--- config.mk ---
export PLATFORM = sky130hd
export DESIGN_NAME = encoder_hold_step_keyer
export DESIGN_NICKNAME = d
export VERILOG_FILES = /design/src/rtl/core/ehsk_pkg.sv /design/src/rtl/core/encoder_hold_step_keyer.sv /design/src/rtl/core/ehsk_ctrl.sv /design/src/rtl/core/ehsk_dpath.sv
export SDC_FILE = /design/constraint.sdc
export NUM_CORES = 2
export LEC_CHECK = 0
export BUFFER_PORTS_ARGS = -buffer_cell sky130_fd_sc_hd__buf_2
export CAP_MARGIN = 0
export CORE_MARGIN = 8
export CORE_UTILIZATION = 66
export DETAILED_ROUTE_END_ITERATION = 12
export PLACE_DENSITY_LB_ADDON = 0.25
export SETUP_SLACK_MARGIN = 0.3
export SYNTH_ARGS = -nofsm -noshare
export SYNTH_HDL_FRONTEND = slang
export SYNTH_SLANG_ARGS = --single-unit
export TNS_END_PERCENT = 100
--- constraint.sdc ---
create_clock -name clk_i -period 8.3 [get_ports clk_i]
set_input_delay 2.49 -clock clk_i [delete_from_list [all_inputs] [get_ports clk_i]]
set_output_delay 2.49 -clock clk_i [all_outputs]
set_load 0.02 [all_outputs]
--- src/rtl/core/ehsk_pkg.sv ---
// ehsk_pkg: shared types and constants of the encoder hold/step keyer
// no dependencies
`timescale 1ns / 1ps
package ehsk_pkg;

  localparam logic [1:0] REQ_DATA    = 2'd0;
  localparam logic [1:0] REQ_PROCESS = 2'd1;
  localparam logic [1:0] REQ_KEY     = 2'd2;
  localparam logic [1:0] REQ_TICK    = 2'd3;

  localparam logic [1:0] ACT_PRESS   = 2'd0;
  localparam logic [1:0] ACT_RELEASE = 2'd1;
  localparam logic [1:0] ACT_TAP     = 2'd2;

  localparam logic [2:0] CFG_TIMEOUT  = 3'd0;
  localparam logic [2:0] CFG_GROUP    = 3'd1;
  localparam logic [2:0] CFG_STICKY   = 3'd2;
  localparam logic [2:0] CFG_TOPREQ   = 3'd3;
  localparam logic [2:0] CFG_QREL     = 3'd4;
  localparam logic [2:0] CFG_ACOUNT   = 3'd5;
  localparam logic [2:0] CFG_AKEY0    = 3'd6;
  localparam logic [2:0] CFG_AKEY1    = 3'd7;

  localparam logic [15:0] DEFAULT_TIMEOUT = 16'd180;
  localparam int unsigned CFG_DW = 32;

  typedef struct packed {
    logic [1:0]         req_type;
    logic               sensor_sel;
    logic [2:0]         layer;
    logic [2:0]         top_layer;
    logic signed [15:0] delta_whole;
    logic signed [15:0] delta_fraction;
    logic               trigger_mode;
    logic [15:0]        key_page;
    logic [15:0]        key_id;
    logic               key_pressed;
  } req_t;

  typedef struct packed {
    logic       out_sensor;
    logic [2:0] out_layer;
    logic [1:0] action;
    logic       direction;
    logic       last;
  } res_t;

  // controller to datapath commands
  typedef struct packed {
    logic load;      // capture request word
    logic data_wr;   // data item update
    logic proc_rd;   // read addressed entry into work regs
    logic mod_start; // start step counter modulo
    logic mod_step;  // one modulo iteration
    logic proc_wr;   // write back process entry
    logic scan_rd;   // read scan entry
    logic scan_wr;   // write scan entry
    logic scan_inc;  // advance scan index
    logic emit;      // present queued result
  } cmd_t;

  // datapath status to controller
  typedef struct packed {
    logic in_range;
    logic mod_done;
    logic scan_end;
    logic key_hit;
    logic has_result; // queue not empty
  } sts_t;

endpackage

--- src/rtl/core/encoder_hold_step_keyer.sv ---
// encoder_hold_step_keyer: top level, joins controller and datapath
// depends on ehsk_pkg, ehsk_ctrl, ehsk_dpath
`timescale 1ns / 1ps
// usage
//   input: drive req_i and raise start while busy is low; the word is
//   taken at that edge and busy stays high until every result is out
//   results: res_valid_o marks res_o for exactly one cycle; res_o.last flags
//   the final action of the word. The receiver cannot stall the block.
//   config: cfg_we_i writes register cfg_idx_i with cfg_data_i; write only
//   while idle, the block does not enforce it. sequence: a data word is done
//   after dispatch; a gated-in trigger with a pending direction and taps enabled
//   also runs the 16-step bit-serial remainder unit, other process words skip
//   it, each then emits one result per action; ticks and releasing key words
//   scan every entry by read, write and emit, one result per released hold; a
//   key word that releases nothing ends at dispatch; no new word while busy
//   reset: all entries clear at once, config returns to defaults, no result
module encoder_hold_step_keyer #(
  parameter int unsigned SENSORS       = 2,
  parameter int unsigned LAYERS        = 8,
  parameter int unsigned ALLOW_ENTRIES = 2
) (
  input  logic                        clk_i,
  input  logic                        rst_ni,
  input  logic                        start,
  output logic                        busy,
  input  ehsk_pkg::req_t              req_i,
  output logic                        res_valid_o,
  output ehsk_pkg::res_t              res_o,
  input  logic                        cfg_we_i,
  input  logic [2:0]                  cfg_idx_i,
  input  logic [ehsk_pkg::CFG_DW-1:0] cfg_data_i
);
  import ehsk_pkg::*;

  cmd_t cmd;
  sts_t sts;

  // sequencer
  ehsk_ctrl u_ctrl (
    .clk_i(clk_i), .rst_ni(rst_ni), .start_i(start),
    .req_type_i(req_i.req_type), .sts_i(sts), .cmd_o(cmd), .busy_o(busy)
  );

  // datapath
  ehsk_dpath #(.SENSORS(SENSORS), .LAYERS(LAYERS), .ALLOW_ENTRIES(ALLOW_ENTRIES)) u_dp (
    .clk_i(clk_i), .rst_ni(rst_ni), .req_i(req_i),
    .cfg_we_i(cfg_we_i), .cfg_idx_i(cfg_idx_i), .cfg_data_i(cfg_data_i),
    .cmd_i(cmd), .sts_o(sts), .res_valid_o(res_valid_o), .res_o(res_o)
  );
endmodule

--- src/rtl/core/ehsk_ctrl.sv ---
// ehsk_ctrl: sequencer of the keyer, drives datapath commands
// depends on ehsk_pkg
`timescale 1ns / 1ps
module ehsk_ctrl (
  input  logic            clk_i,
  input  logic            rst_ni,
  input  logic            start_i,
  input  logic [1:0]      req_type_i,
  input  ehsk_pkg::sts_t  sts_i,
  output ehsk_pkg::cmd_t  cmd_o,
  output logic            busy_o
);
  import ehsk_pkg::*;

  localparam logic [2:0] S_IDLE = 3'd0;
  localparam logic [2:0] S_DISP = 3'd1;
  localparam logic [2:0] S_PRD  = 3'd2;
  localparam logic [2:0] S_MOD  = 3'd3;
  localparam logic [2:0] S_PWR  = 3'd4;
  localparam logic [2:0] S_SRD  = 3'd5;
  localparam logic [2:0] S_SWR  = 3'd6;
  localparam logic [2:0] S_EMIT = 3'd7;

  logic [2:0] state_q, state_d;
  logic [1:0] req_q;

  always_ff @(posedge clk_i or negedge rst_ni) begin
    if (!rst_ni) begin
      state_q <= S_IDLE;
      req_q   <= REQ_DATA;
    end else begin
      state_q <= state_d;
      if (start_i && state_q == S_IDLE) req_q <= req_type_i;
    end
  end

  // next state and commands
  always_comb begin
    state_d = state_q;
    cmd_o   = '0;
    unique case (state_q)
      S_IDLE: begin
        if (start_i) begin
          cmd_o.load = 1'b1;
          state_d = S_DISP;
        end
      end
      S_DISP: begin
        case (req_q)
          REQ_DATA: begin
            cmd_o.data_wr = 1'b1;
            state_d = S_IDLE;
          end
          REQ_PROCESS: begin
            if (sts_i.in_range) begin
              cmd_o.proc_rd = 1'b1;
              state_d = S_PRD;
            end else begin
              state_d = S_IDLE;
            end
          end
          REQ_KEY: state_d = sts_i.key_hit ? S_SRD : S_IDLE;
          default: state_d = S_SRD;
        endcase
      end
      S_PRD: begin
        cmd_o.mod_start = 1'b1;
        state_d = S_MOD;
      end
      S_MOD: begin
        if (sts_i.mod_done) begin
          state_d = S_PWR;
        end else begin
          cmd_o.mod_step = 1'b1;
        end
      end
      S_PWR: begin
        cmd_o.proc_wr = 1'b1;
        state_d = S_EMIT;
      end
      S_SRD: begin
        cmd_o.scan_rd = 1'b1;
        state_d = S_SWR;
      end
      S_SWR: begin
        cmd_o.scan_wr = 1'b1;
        cmd_o.scan_inc = 1'b1;
        state_d = S_EMIT;
      end
      S_EMIT: begin
        if (sts_i.has_result) begin
          cmd_o.emit = 1'b1;
        end else if (req_q == REQ_PROCESS || sts_i.scan_end) begin
          state_d = S_IDLE;
        end else begin
          state_d = S_SRD;
        end
      end
      default: state_d = S_IDLE;
    endcase
  end

  assign busy_o = (state_q != S_IDLE);
endmodule

--- src/rtl/core/ehsk_dpath.sv ---
// ehsk_dpath: entry store, config registers, modulo unit, result queue
// depends on ehsk_pkg
`timescale 1ns / 1ps
module ehsk_dpath #(
  parameter int unsigned SENSORS       = 2,
  parameter int unsigned LAYERS        = 8,
  parameter int unsigned ALLOW_ENTRIES = 2
) (
  input  logic                          clk_i,
  input  logic                          rst_ni,
  input  ehsk_pkg::req_t                req_i,
  input  logic                          cfg_we_i,
  input  logic [2:0]                    cfg_idx_i,
  input  logic [ehsk_pkg::CFG_DW-1:0]   cfg_data_i,
  input  ehsk_pkg::cmd_t                cmd_i,
  output ehsk_pkg::sts_t                sts_o,
  output logic                          res_valid_o,
  output ehsk_pkg::res_t                res_o
);
  import ehsk_pkg::*;

  localparam int unsigned ENTRIES = SENSORS * LAYERS;
  localparam int unsigned EW = (ENTRIES > 1) ? $clog2(ENTRIES) : 1;

  // config registers
  logic [15:0] timeout_q, group_q;
  logic        sticky_q, topreq_q, qrel_q;
  logic [1:0]  acount_q;
  logic [31:0] akey0_q, akey1_q;

  always_ff @(posedge clk_i or negedge rst_ni) begin
    if (!rst_ni) begin
      timeout_q <= DEFAULT_TIMEOUT;
      group_q   <= 16'd5;
      sticky_q  <= 1'b0;
      topreq_q  <= 1'b1;
      qrel_q    <= 1'b0;
      acount_q  <= 2'd0;
      akey0_q   <= '0;
      akey1_q   <= '0;
    end else if (cfg_we_i) begin
      unique case (cfg_idx_i)
        CFG_TIMEOUT: timeout_q <= cfg_data_i[15:0];
        CFG_GROUP:   group_q   <= cfg_data_i[15:0];
        CFG_STICKY:  sticky_q  <= cfg_data_i[0];
        CFG_TOPREQ:  topreq_q  <= cfg_data_i[0];
        CFG_QREL:    qrel_q    <= cfg_data_i[0];
        CFG_ACOUNT:  acount_q  <= cfg_data_i[1:0];
        CFG_AKEY0:   akey0_q   <= cfg_data_i;
        CFG_AKEY1:   akey1_q   <= cfg_data_i;
        default: ;
      endcase
    end
  end

  // captured request word
  req_t r_q;
  always_ff @(posedge clk_i) begin
    if (cmd_i.load) r_q <= req_i;
  end

  // entry state, reset-cleared flops
  logic [1:0]  pend_q  [ENTRIES];
  logic        hact_q  [ENTRIES];
  logic        hdir_q  [ENTRIES];
  logic [15:0] step_q  [ENTRIES];
  logic [15:0] timer_q [ENTRIES];

  logic in_range, gate_ok;
  logic [EW-1:0] addr;
  assign in_range = ({31'd0, r_q.sensor_sel} < SENSORS) && ({29'd0, r_q.layer} < LAYERS);
  assign addr = EW'(32'(r_q.sensor_sel) * LAYERS + 32'(r_q.layer));
  assign gate_ok = !topreq_q || (r_q.layer == r_q.top_layer);

  // key check
  logic is_mod, allowed, key_hit;
  logic [31:0] keyv;
  assign keyv = {r_q.key_page, r_q.key_id};
  assign is_mod = (r_q.key_page == 16'd7) && (r_q.key_id >= 16'hE0) && (r_q.key_id <= 16'hE7);
  assign allowed = (ALLOW_ENTRIES >= 1 && acount_q >= 2'd1 && akey0_q == keyv) ||
                   (ALLOW_ENTRIES >= 2 && acount_q >= 2'd2 && akey1_q == keyv);
  assign key_hit = r_q.key_pressed && !is_mod && qrel_q && !allowed;

  // working registers for process item
  logic [1:0]  w_pend_q;
  logic        w_hact_q, w_hdir_q;
  logic [15:0] w_step_q, w_rem_q;
  logic [4:0]  m_cnt_q;
  logic        m_busy_q;

  // scan index
  logic [EW:0] sidx_q;
  logic [EW-1:0] sidx;
  assign sidx = sidx_q[EW-1:0];
  logic        s_hact_q, s_hdir_q;
  logic [15:0] s_timer_q;

  // result queue of four slots, at most three per process item, one per scan entry
  res_t        rq_q [4];
  logic [2:0]  rcnt_q;
  logic [1:0]  rhead_q;

  logic [15:0] stepn;
  assign stepn = w_step_q + 16'd1;

  // restoring remainder of stepn by group, one bit per cycle
  logic [15:0] quo_q;   // dividend bits left
  logic [16:0] rem_sh;
  assign rem_sh = {w_rem_q, quo_q[15]};

  logic proc_dir;
  assign proc_dir = (w_pend_q != 2'd1);

  // split entry index into sensor and layer; the sensor field is one bit wide
  function automatic res_t mk(input logic [EW-1:0] e, input logic [1:0] a, input logic d);
    res_t r;
    logic hi;
    hi = (32'(e) >= LAYERS);
    r.out_sensor = hi;
    r.out_layer  = 3'(32'(e) - (hi ? LAYERS : 32'd0));
    r.action     = a;
    r.direction  = d;
    r.last       = 1'b0;
    return r;
  endfunction

  always_ff @(posedge clk_i or negedge rst_ni) begin
    if (!rst_ni) begin
      for (int i = 0; i < ENTRIES; i++) begin
        pend_q[i] <= '0; hact_q[i] <= 1'b0; hdir_q[i] <= 1'b0;
        step_q[i] <= '0; timer_q[i] <= '0;
      end
      rcnt_q  <= '0;
      rhead_q <= '0;
      sidx_q  <= '0;
      m_cnt_q <= '0;
      m_busy_q <= 1'b0;
    end else begin
      if (cmd_i.load) begin
        sidx_q <= '0;
        rcnt_q <= '0;
        rhead_q <= '0;
      end
      // data item
      if (cmd_i.data_wr && in_range) begin
        if (!gate_ok) begin
          pend_q[addr] <= 2'd0;
          step_q[addr] <= '0;
        end else begin
          logic [15:0] d;
          d = (r_q.delta_whole != 0) ? r_q.delta_whole : r_q.delta_fraction;
          pend_q[addr] <= (d == 0) ? 2'd0 : (d[15] ? 2'd2 : 2'd1);
        end
      end
      if (cmd_i.proc_rd) begin
        w_pend_q <= pend_q[addr];
        w_hact_q <= hact_q[addr];
        w_hdir_q <= hdir_q[addr];
        w_step_q <= step_q[addr];
      end
      // modulo: 16 iterations when a tap check is needed
      if (cmd_i.mod_start) begin
        w_rem_q  <= '0;
        quo_q    <= stepn;
        m_cnt_q  <= 5'd0;
        m_busy_q <= gate_ok && r_q.trigger_mode && (w_pend_q != 2'd0) && (group_q != 0);
      end
      if (cmd_i.mod_step) begin
        if (rem_sh >= {1'b0, group_q}) w_rem_q <= 16'(rem_sh - {1'b0, group_q});
        else                           w_rem_q <= rem_sh[15:0];
        quo_q   <= {quo_q[14:0], 1'b0};
        m_cnt_q <= m_cnt_q + 5'd1;
        if (m_cnt_q == 5'd15) m_busy_q <= 1'b0;
      end
      // process write back and result build
      if (cmd_i.proc_wr) begin
        logic [2:0] n;
        n = '0;
        pend_q[addr] <= 2'd0;
        if (!gate_ok) begin
          if (w_hact_q) begin
            rq_q[n[1:0]] <= mk(addr, ACT_RELEASE, w_hdir_q); n = n + 3'd1;
          end
          hact_q[addr] <= 1'b0;
          step_q[addr] <= '0;
          timer_q[addr] <= '0;
        end else if (r_q.trigger_mode && w_pend_q != 2'd0) begin
          if (group_q == 0) step_q[addr] <= '0;
          else begin
            step_q[addr] <= stepn;
            if (w_rem_q == 0) begin
              rq_q[n[1:0]] <= mk(addr, ACT_TAP, proc_dir); n = n + 3'd1;
            end
          end
          if (!w_hact_q) begin
            hact_q[addr] <= 1'b1;
            hdir_q[addr] <= proc_dir;
            rq_q[n[1:0]] <= mk(addr, ACT_PRESS, proc_dir); n = n + 3'd1;
          end else if (!sticky_q && w_hdir_q != proc_dir) begin
            rq_q[n[1:0]] <= mk(addr, ACT_RELEASE, w_hdir_q); n = n + 3'd1;
            hdir_q[addr] <= proc_dir;
            rq_q[n[1:0]] <= mk(addr, ACT_PRESS, proc_dir); n = n + 3'd1;
          end
          timer_q[addr] <= (timeout_q != 0) ? timeout_q : DEFAULT_TIMEOUT;
        end
        rcnt_q <= n;
        rhead_q <= '0;
      end
      if (cmd_i.scan_rd) begin
        s_hact_q  <= hact_q[sidx];
        s_hdir_q  <= hdir_q[sidx];
        s_timer_q <= timer_q[sidx];
      end
      if (cmd_i.scan_wr) begin
        rhead_q <= '0;
        if (r_q.req_type == REQ_KEY) begin
          pend_q[sidx] <= 2'd0;
          hact_q[sidx] <= 1'b0;
          step_q[sidx] <= '0;
          timer_q[sidx] <= '0;
          if (s_hact_q) begin
            rq_q[0] <= mk(sidx, ACT_RELEASE, s_hdir_q);
            rcnt_q <= 3'd1;
          end
        end else if (s_hact_q && s_timer_q != 0) begin
          timer_q[sidx] <= s_timer_q - 16'd1;
          if (s_timer_q == 16'd1) begin
            hact_q[sidx] <= 1'b0;
            step_q[sidx] <= '0;
            rq_q[0] <= mk(sidx, ACT_RELEASE, s_hdir_q);
            rcnt_q <= 3'd1;
          end
        end
      end
      if (cmd_i.scan_inc) sidx_q <= sidx_q + 1'b1;
      if (cmd_i.emit) begin
        rcnt_q  <= rcnt_q - 3'd1;
        rhead_q <= rhead_q + 2'd1;
      end
    end
  end

  // is any release still ahead in the scan
  logic later;
  always_comb begin
    later = 1'b0;
    for (int i = 0; i < ENTRIES; i++) begin
      if (i >= 32'(sidx_q)) begin
        if (r_q.req_type == REQ_KEY) later = later | hact_q[i];
        else later = later | (hact_q[i] && timer_q[i] == 16'd1);
      end
    end
  end

  logic is_last;
  assign is_last = (rcnt_q == 3'd1) &&
                   (r_q.req_type == REQ_PROCESS || !later);

  always_comb begin
    res_o = rq_q[rhead_q];
    res_o.last = is_last;
  end
  assign res_valid_o = cmd_i.emit;

  assign sts_o.in_range   = in_range;
  assign sts_o.mod_done   = !m_busy_q;
  assign sts_o.scan_end   = (sidx_q == (EW+1)'(ENTRIES));
  assign sts_o.key_hit    = key_hit;
  assign sts_o.has_result = (rcnt_q != 0);
endmodule

==> metrics <==
post-route DRC violation count 0; Synth top area share 0.399; Req. time, crit path 5.81 ns; async set or reset register ratio after synthesis 0.811; final setup fails 0; Hold Path Depth 2; CTS tree built; path type of the worst min-delay path reg -> reg; maxcap violations 0; setup ws final 1.59 ns; vias in the first global route 35862; multiplexer area fraction after synthesis 0.125; Syn Inst Count 3868; RSZ-0062 raised after global routing false; I/O pin cnt 124; global route overflow 0; worst-path maximum fanout 49; register area share after synthesis 0.516; fmax 0.149 GHz; via count 37289; cell chosen for the clock root clkbuf_16; outcome complete, no violations; combinational family with the most area after synthesis compound AO/OA/AOI/OAI gates; H-tree Lvls 3; CP Launch Type flop; Initial Utilization 0.662; Critical Path Start u_dp.sidx_q[1]; Global Route Usage Sum 0.411; clock buffer depth 3; placed cell count 4661; Avg Cell Area, Syn 11.2 sq um; part of the power in the clock network 0.312; setup TNS 0 ns; net switching power 4510 uW; RR Startpoint u_dp.s_timer_q[0]; die footprint 0.0741 sq mm; Place WS 2.33 ns; fin crit period 6.71 ns; CTS resizes 0; drt via density 7.71; Worst-path clk slew 0.06 ns; post-route ant nets 0; initial antenna violation count 12; Synth Area in XOR/XNOR 0.0218; leading area contributor after synthesis dfrtp_1; Worst Tran Pin Value 1.42 ns; fin crit share 0.809; DIE WIDTH 272 um; TritonCTS Sinks 861; maximum VDD drop 206 uV; Port Buf Inserts 123; hold slack final 0.490 ns; Final HPWL DP 104000 um; CTS Buf Count 89; synth warn 0; post-CTS setup buffer count 0; CP endpoint kind primary output; die height 272 um; Area Growth Syn to Fin 10.6%; DRT Pass-1 Iters 9; Cell Int Power 8870 uW; Post-synth EDFFs 161; drt wl/cell 32.0 um; hold_sp u_dp.m_cnt_q[4]; first-pass GRT wire length 230000 um; count of cell types in the netlist 86; Fin. Hold Viols 0; Yosys reg bits 861; # hold bufs at CTS 0; worst skew pair latency 0.67 ns; Worst Path Arrival 4.22 ns; WL final 154000 um; Area contributors post-synth dfrtp_1 40%, edfxtp_1 11%, mux4_2 9.9%; clk_skew 0.0386 ns; Layout Cells excl Fill 4834; power per cell area 279 mW/mm^2; part of the power in registers 0.438; R2R depth 7; adder-cell share of the synthesized area 0.00855; Synth Flop Type dfrtp_1; Final #Nets 4031; Post-Syn Nets 4011; Sw Share 0.337; mapped cell area 0.0433 sq mm; Leak Pwr 0.0196 uW; largest net degree at the start of global routing 163; core area 0.0654 sq mm; Combinational Power Share 0.250; layout cell share with drive strength beyond 1 0.181; Filler cells 4419; routability-driven placement congestion ratio 1.04; row cnt 94; worst setup path class reg -> out; simple-gate share of the synthesized area 0.117; Max-slew headroom 0.0503; Max Transition Viols Final 0; post-synthesis compound-gate area fraction 0.180; drt initial violations 6539
-- layout make-up --
type                            instances  area [sq um]  share of cell area
Sequential cell                       861         22400               0.467
Multi-Input combinational cell       2655         19700               0.412
Clock buffer                          125          2520              0.0527
Timing Repair Buffer                  238          1540              0.0321
Tap cell                              864          1080              0.0226
Clock inverter                         41           488              0.0102
Inverter                               43           163             0.00340
Antenna cell                            7          17.5            0.000366
-- cell usage in the layout, fill, tap and decap left out, types with 103 or more instances in the layout --
cell      synthesis  layout
buf_4             1     111
edfxtp_1        161     161
nand2_1         220     220
buf_2            23     122
a221oi_1        139     139
a22oi_1         328     328
dfrtp_1         691     689
mux4_2          190     190
nor2_1          495     492
a21oi_1         235     235
o21ai_0         104     103
-- state kept, by name (all words and copies together) (netlist names), 3 cells and up --
register and cells:
u_ctrl.state_q 3, u_dp.akey0_q 32, u_dp.akey1_q 32, u_dp.group_q 16, u_dp.hact_q 16, u_dp.hdir_q 16, u_dp.keyv 32, u_dp.m_cnt_q 5
u_dp.pend_q 32, u_dp.quo_q 16, u_dp.r_q 43, u_dp.rcnt_q 3, u_dp.rq_q 18, u_dp.s_timer_q 16, u_dp.sidx_q 5, u_dp.step_q 256
u_dp.timeout_q 16, u_dp.timer_q 256, u_dp.w_rem_q 16, u_dp.w_step_q 16
-- cell families (layout without fill, tap and decap cells) --
| kind of cell | Yosys count | count (layout) |
|---|---|---|
| AO/OA/AOI/OAI | 1122 | 1122 |
| AND/OR/NAND/NOR | 1103 | 1103 |
| flip-flops | 861 | 861 |
| buffers and inverters | 352 | 447 |
| multiplexers | 293 | 293 |
| XOR/XNOR | 108 | 108 |
| adder cells (fa/ha/maj) | 29 | 29 |
| other | 0 | 7 |
-- critical path: stages, from the launching register on --
cell       delay (ns)
dfrtp_4          1.03
inv_1            0.26
ha_1             0.38
o21bai_1         0.23
o21ai_0          0.45
a31oi_1          0.17
nor3_1           0.19
o2111ai_1        0.11
o21ai_0          0.46
buf_2            0.27
-- routing by layer --
| layer | GRT usage | up-vias | share of wire |
|---|---|---|---|
| met4 | 0.175 | 14 | 0.056 |
| met5 | 0.0105 | - | 0.0012 |
| met2 | 0.594 | 3295 | 0.43 |
| met1 | 0.553 | 18444 | 0.35 |
| met3 | 0.162 | 628 | 0.16 |
| li1 | - | 14908 | - |
-- power by group through the flow --
stage                     Clock (uW)  Sequential (uW)  Combinational, uW
after global routing            4320             5900               3530
after detailed placement           0             5850               3210
after global placement             0             5830               3140
after CTS                       4160             5800               3230
final                           4170             5860               3350
after floorplan                    0             5460               2380
-- synthesized netlist by cell type (all sizes together) (5+ instances only) --
cell type  instances
xor2              31
and2              23
inv               42
mux2              90
nor4              80
mux2i             13
o21ai            117
o31ai             15
nor3b              6
mux4             190
xnor2             77
nand2b            11
or4                5
a221oi           139
or3               14
nand3             86
clkbuf           258
a21oi            235
and3               9
a211oi            13
nand2            220
buf               51
a22o              35
a22oi            328
nor4b             17
nor2b             22
nand4             39
nor2             505
o22ai             96
dfrtp            691
nor3              43
dfstp              7
ha                28
a31oi             23
edfxtp           161
a2bb2oi           73
or2                6
-- path summary, 6_finish.rpt --
kind / to / slack (ns)
min in group asynchronous: u_dp.timer_q[41] / 1.73
min: u_dp.m_cnt_q[4] / 0.49
max in group asynchronous: u_dp.timer_q[169] / 4.41
min reg2reg: u_dp.m_cnt_q[4] / 0.49
max reg2reg: u_dp.step_q[102] / 3.38
max: res_o[0] / 1.59
-- metrics by stage --
stage	total power, uW	instance area (sq um)	util
2_1_floorplan	7830	43300	-
3_3_place_gp	8980	44900	0.686
3_5_place_dp	9060	44900	0.686
4_1_cts	13200	47900	0.732
5_1_grt	13800	47900	0.732
6_report	13400	47900	0.732
Power figures use the tool's default switching activity.
